## config.mk

```make
export PLATFORM = sky130hd
export DESIGN_NAME = min_max_feature_normalizer
export DESIGN_NICKNAME = d
export VERILOG_FILES = /design/src/rtl/core/mmfn_pkg.sv /design/src/rtl/core/mmfn_ram.sv /design/src/rtl/core/min_max_feature_normalizer.sv
export SDC_FILE = /design/constraint.sdc
export NUM_CORES = 2
export LEC_CHECK = 0
export ABC_AREA = 0
export ABC_CLOCK_PERIOD_IN_PS = 19460
export BUFFER_PORTS_ARGS = -buffer_cell sky130_fd_sc_hd__buf_2
export CORE_UTILIZATION = 30
export CTS_BUF_LIST = sky130_fd_sc_hd__clkbuf_4 sky130_fd_sc_hd__clkbuf_8 sky130_fd_sc_hd__clkbuf_16
export CTS_CLUSTER_DIAMETER = 50
export DETAILED_ROUTE_END_ITERATION = 6
export PLACE_DENSITY = 0.5
export SLEW_MARGIN = 20
export SYNTH_ARGS = -nofsm -noshare
export SYNTH_HDL_FRONTEND = slang
export SYNTH_SLANG_ARGS = --single-unit
```

## constraint.sdc

```tcl
create_clock -name i_clk -period 19.46 [get_ports i_clk]
set_input_delay 1.946 -clock i_clk [delete_from_list [all_inputs] [get_ports i_clk]]
set_output_delay 1.946 -clock i_clk [all_outputs]
set_load 0.02 [all_outputs]
```

## src/rtl/core/mmfn_pkg.sv

```systemverilog
// ----------------------------------------------------------------------------
// mmfn_pkg
// Types and constants shared by the min-max feature normalizer and its checker.
// ----------------------------------------------------------------------------
`default_nettype none

package mmfn_pkg;

    localparam int DATA_W    = 16;
    localparam int FEAT_W    = 4;
    localparam int OP_W      = 2;
    localparam int CFG_A_W   = 1;
    localparam int S_TDATA_W = 24;
    localparam int M_TDATA_W = 24;
    localparam int M_TUSER_W = 2;
    localparam int PROD_W    = 34;
    localparam int QUO_W     = 32;
    localparam int DIV_STEPS = 32;
    localparam int CNT_W     = $clog2(DIV_STEPS);

    localparam logic signed [DATA_W-1:0] TARGET_LOW_RST  = -16'sd256;
    localparam logic signed [DATA_W-1:0] TARGET_HIGH_RST = 16'sd256;

    localparam logic [CFG_A_W-1:0] CFG_TARGET_LOW  = 1'b0;
    localparam logic [CFG_A_W-1:0] CFG_TARGET_HIGH = 1'b1;

    typedef enum logic [OP_W-1:0] {
        OP_CLEAR     = 2'd0,
        OP_FIT       = 2'd1,
        OP_NORMALIZE = 2'd2,
        OP_REVERSE   = 2'd3
    } t_op;

    typedef enum logic [2:0] {
        ST_IDLE,
        ST_EVAL,
        ST_MUL,
        ST_ABS,
        ST_DIV,
        ST_FIX
    } t_state;

endpackage

`default_nettype wire

```

## src/rtl/core/mmfn_ram.sv

```systemverilog
// ----------------------------------------------------------------------------
// mmfn_ram
// Generic single-write, single-read RAM with a registered read port.
// ----------------------------------------------------------------------------
`default_nettype none

module mmfn_ram #(
    parameter int WIDTH = 32,
    parameter int DEPTH = 16,
    parameter int ADDR_W = (DEPTH > 1) ? $clog2(DEPTH) : 1
) (
    input  wire logic              i_clk,
    input  wire logic              i_we,
    input  wire logic [ADDR_W-1:0] i_waddr,
    input  wire logic [WIDTH-1:0]  i_wdata,
    input  wire logic [ADDR_W-1:0] i_raddr,
    output logic      [WIDTH-1:0]  o_rdata
);

    logic [WIDTH-1:0] r_mem [DEPTH];

    always_ff @(posedge i_clk) begin
        if (i_we) begin
            r_mem[i_waddr] <= i_wdata;
        end
        o_rdata <= r_mem[i_raddr];
    end

endmodule

`default_nettype wire

```

## src/rtl/core/min_max_feature_normalizer.sv

```systemverilog
// ----------------------------------------------------------------------------
// min_max_feature_normalizer
// Per-feature min-max scaler on signed Q8.8 values with a serial divider.
// ----------------------------------------------------------------------------
// A clear word finishes in its accept cycle; a fit word also passes the evaluate
// state that writes back the extremes. A normalize or reverse word goes through
// the accept cycle, a read of the stored extremes, a multiply, a magnitude step,
// the restoring divider at one quotient bit per cycle and a step to sign, offset
// and clamp the quotient; a degenerate case skips the arithmetic. The divider sets
// the rate; a finished result waits in the output register as the next word is taken.
`default_nettype none

module min_max_feature_normalizer
    import mmfn_pkg::*;
#(
    parameter int FEATURES = 16
) (
    input  wire logic                 i_clk,
    input  wire logic                 i_rst_n,
    input  wire logic                 i_s_axis_tvalid,
    output logic                      o_s_axis_tready,
    input  wire logic [S_TDATA_W-1:0] i_s_axis_tdata,  // feature[3:0], value[19:4], zero
    input  wire logic [OP_W-1:0]      i_s_axis_tuser,  // op[1:0]
    output logic                      o_m_axis_tvalid,
    input  wire logic                 i_m_axis_tready,
    output logic      [M_TDATA_W-1:0] o_m_axis_tdata,  // result[15:0], feature_out[19:16], zero
    output logic      [M_TUSER_W-1:0] o_m_axis_tuser,  // saturated[0], degenerate[1]
    input  wire logic                 i_cfg_we,
    input  wire logic [CFG_A_W-1:0]   i_cfg_addr,
    input  wire logic [DATA_W-1:0]    i_cfg_wdata
);

    localparam int DEPTH = (FEATURES < 16) ? FEATURES : 16;
    localparam int IDX_W = (DEPTH > 1) ? $clog2(DEPTH) : 1;

    t_state r_state, n_state;

    logic signed [DATA_W-1:0] r_tlow, r_thigh;
    logic [DEPTH-1:0]         r_seen;
    logic                     r_out_valid;

    t_op                      r_op;
    logic [FEAT_W-1:0]        r_feat;
    logic                     r_fvalid;
    logic signed [DATA_W-1:0] r_x;
    logic signed [16:0]       r_ma, r_mb;
    logic [DATA_W-1:0]        r_div;
    logic                     r_dneg, r_neg, r_deg;
    logic signed [DATA_W-1:0] r_base;
    logic signed [PROD_W-1:0] r_prod;
    logic [QUO_W-1:0]         r_quo;
    logic [DATA_W-1:0]        r_rem;
    logic [CNT_W-1:0]         r_cnt;
    logic signed [DATA_W-1:0] r_res;
    logic [FEAT_W-1:0]        r_fout;
    logic                     r_sat, r_deg_out;

    logic                     in_acc, ram_we, load_out, div_last;
    logic [FEAT_W-1:0]        in_feat;
    logic [IDX_W-1:0]         idx;
    logic [2*DATA_W-1:0]      rd_data, wr_data;
    logic signed [DATA_W-1:0] mn, mx, new_mn, new_mx;
    logic                     seen, seed, deg;
    logic signed [16:0]       span, range_v, ea, eb, ediv;
    logic [16:0]              div_abs;
    logic [16:0]              shifted;
    logic [17:0]              trial;
    logic signed [PROD_W-1:0] q_s, sum;
    logic signed [DATA_W-1:0] fix_res;
    logic                     fix_sat;

    assign in_feat = i_s_axis_tdata[FEAT_W-1:0];
    assign idx     = r_feat[IDX_W-1:0];
    assign in_acc  = i_s_axis_tvalid && o_s_axis_tready;

    mmfn_ram #(
        .WIDTH (2*DATA_W),
        .DEPTH (DEPTH)
    ) u_ram (
        .i_clk   (i_clk),
        .i_we    (ram_we),
        .i_waddr (idx),
        .i_wdata (wr_data),
        .i_raddr (in_feat[IDX_W-1:0]),
        .o_rdata (rd_data)
    );

    // Evaluation of the stored extremes.
    always_comb begin
        seen    = r_fvalid && r_seen[idx];
        mn      = r_fvalid ? $signed(rd_data[DATA_W-1:0]) : '0;
        mx      = r_fvalid ? $signed(rd_data[2*DATA_W-1:DATA_W]) : '0;
        seed    = !r_seen[idx];
        new_mn  = (seed || r_x < mn) ? r_x : mn;
        new_mx  = (seed || r_x > mx) ? r_x : mx;
        wr_data = {new_mx, new_mn};
        span    = 17'(r_thigh) - 17'(r_tlow);
        range_v = 17'(mx) - 17'(mn);
        if (r_op == OP_NORMALIZE) begin
            deg  = !seen || (mx == mn);
            ea   = 17'(r_x) - 17'(mn);
            eb   = span;
            ediv = range_v;
        end else begin
            deg  = !seen || (mx == mn) || (span == '0);
            ea   = 17'(r_x) - 17'(r_tlow);
            eb   = range_v;
            ediv = span;
        end
        div_abs = ediv[16] ? 17'(-ediv) : ediv;
    end

    // Divider step and final offset with clamp.
    always_comb begin
        shifted  = {r_rem, r_quo[QUO_W-1]};
        trial    = {1'b0, shifted} - {2'b00, r_div};
        div_last = (r_cnt == CNT_W'(DIV_STEPS - 1));
        q_s      = r_neg ? -$signed({2'b00, r_quo}) : $signed({2'b00, r_quo});
        sum      = q_s + PROD_W'(r_base);
        fix_sat  = 1'b0;
        fix_res  = r_base;
        if (!r_deg) begin
            if (sum > PROD_W'(32767)) begin
                fix_sat = 1'b1;
                fix_res = 16'sh7FFF;
            end else if (sum < -PROD_W'(32768)) begin
                fix_sat = 1'b1;
                fix_res = -16'sh8000;
            end else begin
                fix_res = sum[DATA_W-1:0];
            end
        end
    end

    always_comb begin
        n_state = r_state;
        unique case (r_state)
            ST_IDLE: begin
                if (in_acc && t_op'(i_s_axis_tuser) != OP_CLEAR) begin
                    n_state = ST_EVAL;
                end
            end
            ST_EVAL: begin
                if (r_op == OP_FIT) begin
                    n_state = ST_IDLE;
                end else if (deg) begin
                    n_state = ST_FIX;
                end else begin
                    n_state = ST_MUL;
                end
            end
            ST_MUL:  n_state = ST_ABS;
            ST_ABS:  n_state = ST_DIV;
            ST_DIV: begin
                if (div_last) begin
                    n_state = ST_FIX;
                end
            end
            ST_FIX: begin
                if (load_out) begin
                    n_state = ST_IDLE;
                end
            end
            default: n_state = ST_IDLE;
        endcase
    end

    always_comb begin
        o_s_axis_tready = (r_state == ST_IDLE);
        ram_we          = (r_state == ST_EVAL) && (r_op == OP_FIT) && r_fvalid;
        load_out        = (r_state == ST_FIX) && (!r_out_valid || i_m_axis_tready);
    end

    always_ff @(posedge i_clk) begin
        if (!i_rst_n) begin
            r_state     <= ST_IDLE;
            r_tlow      <= TARGET_LOW_RST;
            r_thigh     <= TARGET_HIGH_RST;
            r_seen      <= '0;
            r_out_valid <= 1'b0;
        end else begin
            r_state <= n_state;
            if (i_cfg_we) begin
                unique case (i_cfg_addr)
                    CFG_TARGET_LOW:  r_tlow  <= $signed(i_cfg_wdata);
                    CFG_TARGET_HIGH: r_thigh <= $signed(i_cfg_wdata);
                    default: ;
                endcase
            end
            if (in_acc && t_op'(i_s_axis_tuser) == OP_CLEAR) begin
                r_seen <= '0;
            end else if (ram_we) begin
                r_seen[idx] <= 1'b1;
            end
            if (load_out) begin
                r_out_valid <= 1'b1;
            end else if (i_m_axis_tready) begin
                r_out_valid <= 1'b0;
            end
        end
    end

    always_ff @(posedge i_clk) begin
        if (in_acc) begin
            r_op     <= t_op'(i_s_axis_tuser);
            r_feat   <= in_feat;
            r_fvalid <= (32'(in_feat) < FEATURES);
            r_x      <= $signed(i_s_axis_tdata[FEAT_W+DATA_W-1:FEAT_W]);
        end
        if (r_state == ST_EVAL) begin
            r_ma   <= ea;
            r_mb   <= eb;
            r_div  <= div_abs[DATA_W-1:0];
            r_dneg <= ediv[16];
            r_deg  <= deg;
            r_base <= (r_op == OP_NORMALIZE) ? r_tlow : mn;
        end
        if (r_state == ST_MUL) begin
            r_prod <= PROD_W'(r_ma) * PROD_W'(r_mb);
        end
        if (r_state == ST_ABS) begin
            r_quo <= r_prod[PROD_W-1] ? QUO_W'(-r_prod) : r_prod[QUO_W-1:0];
            r_neg <= r_prod[PROD_W-1] ^ r_dneg;
            r_rem <= '0;
            r_cnt <= '0;
        end
        if (r_state == ST_DIV) begin
            r_quo <= {r_quo[QUO_W-2:0], !trial[17]};
            r_rem <= trial[17] ? shifted[DATA_W-1:0] : trial[DATA_W-1:0];
            r_cnt <= r_cnt + 1'b1;
        end
        if (load_out) begin
            r_res     <= fix_res;
            r_sat     <= fix_sat;
            r_deg_out <= r_deg;
            r_fout    <= r_feat;
        end
    end

    assign o_m_axis_tvalid = r_out_valid;
    assign o_m_axis_tdata  = {4'b0000, r_fout, r_res};
    assign o_m_axis_tuser  = {r_deg_out, r_sat};

endmodule

`default_nettype wire

```

Yosys cells after proc, flatten, opt, wreduce, memory -nomap -nowiden
Memories as Yosys holds them, arrays and structs flattened. A register that Yosys moved wholly into a read port is not among the register bits. Cells that the tools add are included.

Register bits: 252. Memory bits (writable): 512. Input bits: 48. Output and inout bits: 28. Word-level logic and storage cells: 117. Memories kept: 1.

Memory list: u_ram.r_mem (depth 16, width 32, read ports 1, clocked after Yosys merged registers in 1, wr ports 1, RTL line mmfn_ram.sv:20) `logic [WIDTH-1:0] r_mem [DEPTH];`.

Add/subtract/negate cells: 10. Multiply operators: 1. Magnitude comparators: 6. Eq/ne operators: 12. Muxes and demuxes: 36. Bitwise operators: 4. Reduce and logical (&&, ||, !) cells: 24.

Operators by type and width (number): 2-to-1 mux 16 bit (10); 2-to-1 mux 32 bit (3); subtractor 16 x 16 -> 17 bit (4); 2-to-1 mux 17 bit (3); adder 34 x 16 -> 34 bit (1); > comparator 34 x 16 -> 1 bit, second input constant (1); < comparator 34 x 16 -> 1 bit, second input constant (1); multiplier 17 x 17 -> 34 bit (1); 2-to-1 mux 34 bit (1); negator 32 -> 34 bit (1); negator 32 bit (1); case mux 3 bit (6 select lines) (1); subtractor 17 x 16 -> 18 bit (1); logical NOT 17 bit (1); == test 16 bit (1); > comparator 16 bit (1); < comparator 16 bit (1); negator 16 bit (1); OR 16 bit (1); 2-to-1 mux 3 bit (5); 2-to-1 mux 5 bit (2); 2-to-1 mux 1 bit (9); == test 3 x 2 -> 1 bit, second input constant (2); == test 3 bit, second input constant (2); 22 further kinds (38).

Logic depth before layout (Yosys ltp)
Depth after elaboration: 9. Mapped depth: 26.

Modules after synthesis
From an unflattened synthesis, not the netlist that was laid out.

Cells, all modules: 4004. Area, all modules: 48748.0 µm².

By module, submodules not included: min_max_feature_normalizer (times used 1, cells each 3166, area each 28911.5 µm², seq. area each 7016.7 µm²); mmfn_ram (times used 1, cells each 838, area each 19836.5 µm², seq. area each 16015.4 µm²).

Least setup slack after synthesis
Ideal clock, no wire load.

Path kind: reg2reg. From: reg r_state[0]. To: mem u_ram.r_mem[0][0], enable pin. Arrival: 8.722 ns. Data required time: 18.997 ns. Setup slack: 10.275 ns. Stages on the path, launching flop included: 6. Clock period less this slack: 9.185 ns. Path through: dfxtp_1 clkbuf_1 nor3b_1 nand2_1 or3_1 nor3_1.

Longest elaborated chain between the ends: 4.

RTL lines: start: declaration (RTL line min_max_feature_normalizer.sv:36) `t_state r_state, n_state;`; start signal: assignment (RTL line min_max_feature_normalizer.sv:182) `r_state <= n_state;`; == test 3 x 1 -> 1 bit (RTL line min_max_feature_normalizer.sv:170) `ram_we = (r_state == ST_EVAL) && (r_op == OP_FIT) && r_fvalid;`; logical AND 1 bit (RTL line min_max_feature_normalizer.sv:170); 2-to-1 mux 1 bit (RTL line mmfn_ram.sv:23) `if (i_we) begin`; 2-to-1 mux 1 bit (not written as such) (RTL line mmfn_ram.sv:24) `r_mem[i_waddr] <= i_wdata;`; end: declaration (RTL line mmfn_ram.sv:20).

No other way between the ends.

Worst setup path after layout
From: reg r_mb[9]. To: reg r_prod[33] (data pin).

Longest elaborated chain between the ends: 1.

RTL lines: start: declaration (RTL line min_max_feature_normalizer.sv:46) `logic signed [16:0] r_ma, r_mb;`; start signal: assignment (RTL line min_max_feature_normalizer.sv:212) `r_mb <= eb;`; multiplier 17 x 17 -> 34 bit (RTL line min_max_feature_normalizer.sv:219) `r_prod <= PROD_W'(r_ma) * PROD_W'(r_mb);`; end signal: assignment (RTL line min_max_feature_normalizer.sv:219); end: declaration (RTL line min_max_feature_normalizer.sv:50) `logic signed [PROD_W-1:0] r_prod;`.

No other way between the ends. A chain may end at the register's enable or synchronous reset.

==> out/results.ini <==
[outcome]
status=finished, final reports clean

[run]
count_of_max_cap_constraint_violations=0

[min_path]
holdCritPathClass=flip-flop to flip-flop

[timing]
clock_skews_ns=0.0792
timing.final.crit_share_pct=38.4
finalWorstPathRequiredPeriod_ns=7.46
setup_viol_count_final=0
final-hold-violation-count=0
clock.fmax_ghz=0.134
tns_ns=0
worst_pin_slew_ns=0.980
max-slew-margin-rel_pct=34.0
unrepaired_setup_endpoints_after_global_routing=no
final_max_slew_viol_count=0

[cells_and_area]
antenna_cell_count=0
syn_to_final_growth_pct=12.6
n_fill_cell=16000
multi_input_comb_area_um2=23300
drive_gt1_share_pct=13.1
layout.area.seq_um2=23000
finish.net_count=4502

[floorplanning]
design.die.area_um2=163000
top_level_ports=76
floorplan.die.width_um=404
core_area_um2=160000
floorplan.initialDensity_pct=30.2
row_count=147
die_height_um=404

[clock_network]
postCtsSetupBuffers=0
clk_transition_reported_paths_ns=0.06
tritoncts=done
numClockSinks=795
ctsHtreeMaxLevel=3
ctsHoldBuffers=0
clock_path_buffers=3
numCtsBuffers=88
ctsResizeCount=0
clock_latency_ns=0.71
root_buffer=sky130_fd_sc_hd__clkbuf_16

[worst_setup_path]
timing.critical_path.from_type=flip-flop
crit_path_end_kind=flip-flop
critical-path-max-stage-delay_ns=0.96
critPathArrivalTime_ns=7.87
critical_path.most_common_cell=sky130_fd_sc_hd__fa_1
critical-path-slowest-cell=sky130_fd_sc_hd__edfxtp_1
worst-endpoint-required_ns=19.86
cell_chain_critical_path=nand2_1, fa_1, inv_1, fa_1, inv_1, fa_1, inv_1, fa_1, fa_1, inv_1, fa_1, inv_1, ha_1, a21o_1, a21o_1, a21oi_1, and3_1, a211oi_1, o21ai_0, o31ai_1, o41ai_1, o21bai_1, a21oi_1, xnor2_1
startpoint_to_endpoint_class_of_the_critical_path=flip-flop to flip-flop
crit_path_max_fanout=17
path_delay_family=adder cells
ff2ff_setup_slack_ns=12.00
critPathBufInv=5

[placed_design]
port_buffers=67
place.gp.congestion=0.844
place_hpwl_um=87000

[yosys]
synth_enable_flop_cells=711
count_of_mapped_cells_out_of_synthesis=3867
netlist_top_cells_count=sky130_fd_sc_hd__edfxtp_1 (711), sky130_fd_sc_hd__inv_1 (462), sky130_fd_sc_hd__nand2_1 (385)
synthDominantCellAreaShare_pct=44.1
synth_top_flop_cell=sky130_fd_sc_hd__edfxtp_1
synth_seq_cells=795
yosys_warnings=0
avgSynthCellArea_um2=12.5
yosys.cell_count.top_type=sky130_fd_sc_hd__edfxtp_1
synth.yosys.seq_area_share_pct=47.6
netlist_area_um2=48400
yosysUniqueCellTypes=84
postSynth.asyncResetShare_pct=0
synth.top_cells.by_area=sky130_fd_sc_hd__edfxtp_1 (44%), sky130_fd_sc_hd__fa_1 (12%), sky130_fd_sc_hd__mux4_2 (7.7%)
post-synth-top-area-cell=sky130_fd_sc_hd__edfxtp_1

[detailed_routing]
drt_first_pass_iters=5
route.final.wire_length_um=126000
drt_iter0_drc=2028
drc_errors=0
drt-vias-per-instance=4.82
vias=29700
avgRoutedWirePerCell_um=20.4
remaining_antenna_violation_count=0

[grt]
first_global_vias=30700
grt.total_usage_pct=15.7
grt_max_degree=82
global_route.overflow_total=0
antenna_violations_before_repair=9
grt_first_pass_wirelength_um=192000

registers in the layout, indices dropped and copies added, names as in the netlist, 17 cells and up:
register	flops
u_ram.r_mem	512
r_prod	33
r_quo	32
u_ram.o_rdata	32
r_ma	17
r_mb	17
cells by family (layout without fill, tap and decap cells):
| logic type | after synthesis | after routing | share of synthesized area [%] |
|---|---|---|---|
| simple gates | 951 | 951 | 9.41 |
| flops | 795 | 795 | 47.6 |
| buf+inv | 606 | 745 | 4.76 |
| compound gates | 586 | 586 | 7.82 |
| fa+ha+maj | 521 | 521 | 18.1 |
| mux | 214 | 214 | 8.77 |
| xor+xnor | 193 | 193 | 3.51 |
| other cells | 1 | 4 | 0.00775 |
metal layers:
layer  GRT usage (%)  part of all wire [%]  wire length (um)  up-vias
met2            26.4                    48             60900      587
met3            3.08                   5.9              7430      159
met5               0                 0.087               110        -
met1            20.8                    44             55400    15100
met4            3.36                   1.9              2360       16
li1                -                     -                 -    13800
metrics by stage:
stage                     utilization [%]  hold WS, ns  cell area, um^2  std cells  setup WS, ns
after floorplan                         -        0.424            48400       3870         10.27
after global placement               32.1        0.445            51400       6002         12.02
after detailed placement             32.1        0.452            51400       6002         12.00
after CTS                            34.0        0.466            54500       6168         11.98
after global routing                 34.0        0.474            54500       6169         11.69
final                                34.0        0.463            54500       6169         12.00
worst register-to-register path: stages, from the launching register on:
cell and delay (ns):
sky130_fd_sc_hd__edfxtp_1 0.96, sky130_fd_sc_hd__nand2_1 0.18, sky130_fd_sc_hd__fa_1 0.55, sky130_fd_sc_hd__inv_1 0.05
sky130_fd_sc_hd__fa_1 0.50, sky130_fd_sc_hd__inv_1 0.06, sky130_fd_sc_hd__fa_1 0.53, sky130_fd_sc_hd__inv_1 0.05
sky130_fd_sc_hd__fa_1 0.40, sky130_fd_sc_hd__fa_1 0.52, sky130_fd_sc_hd__inv_1 0.06, sky130_fd_sc_hd__fa_1 0.48
sky130_fd_sc_hd__inv_1 0.04, sky130_fd_sc_hd__ha_1 0.35, sky130_fd_sc_hd__a21o_1 0.19, sky130_fd_sc_hd__a21o_1 0.16
sky130_fd_sc_hd__a21oi_1 0.19, sky130_fd_sc_hd__and3_1 0.20, sky130_fd_sc_hd__a211oi_1 0.14, sky130_fd_sc_hd__o21ai_0 0.34
sky130_fd_sc_hd__o31ai_1 0.19, sky130_fd_sc_hd__o41ai_1 0.57, sky130_fd_sc_hd__o21bai_1 0.16, sky130_fd_sc_hd__a21oi_1 0.20
sky130_fd_sc_hd__xnor2_1 0.11
cell usage in the layout (no fill, tap or decap), drive strengths merged, types with 38 or more instances in the layout:
cell type | Yosys | final
xor2 | 66 | 66
dfxtp | 84 | 84
clkbuf | 122 | 116
and2 | 145 | 145
a21oi | 135 | 135
inv | 462 | 474
buf | 22 | 116
nor3 | 49 | 49
fa | 302 | 302
nor2 | 164 | 164
mux4 | 165 | 165
a21o | 52 | 52
ha | 219 | 219
o21ai | 148 | 148
nand2 | 385 | 385
o21a | 38 | 38
edfxtp | 711 | 711
xnor2 | 127 | 127
cell type report:
cell class,instances,share of cell area [%]
multi-input combinational,2469,42.7
timing repair buffer,117,1.35
inverter,462,3.18
clock inverter,51,1.09
clock buffer,115,4.47
sequential,795,42.3
tap,2160,4.96
worst paths after layout:
| check | start | depth (start not counted) | end |
|---|---|---|---|
| setup / recovery | r_mb[9] | 24 | r_prod[33] |
| hold reg to reg | r_seen[7] | 1 | r_seen[7] |
| setup reg to reg | r_mb[9] | 24 | r_prod[33] |
| hold / removal | r_seen[7] | 1 | r_seen[7] |
Power is left out: the tool's default activity adds up to more than one toggle a clock period on the data nets, which glitch-free logic cannot reach.
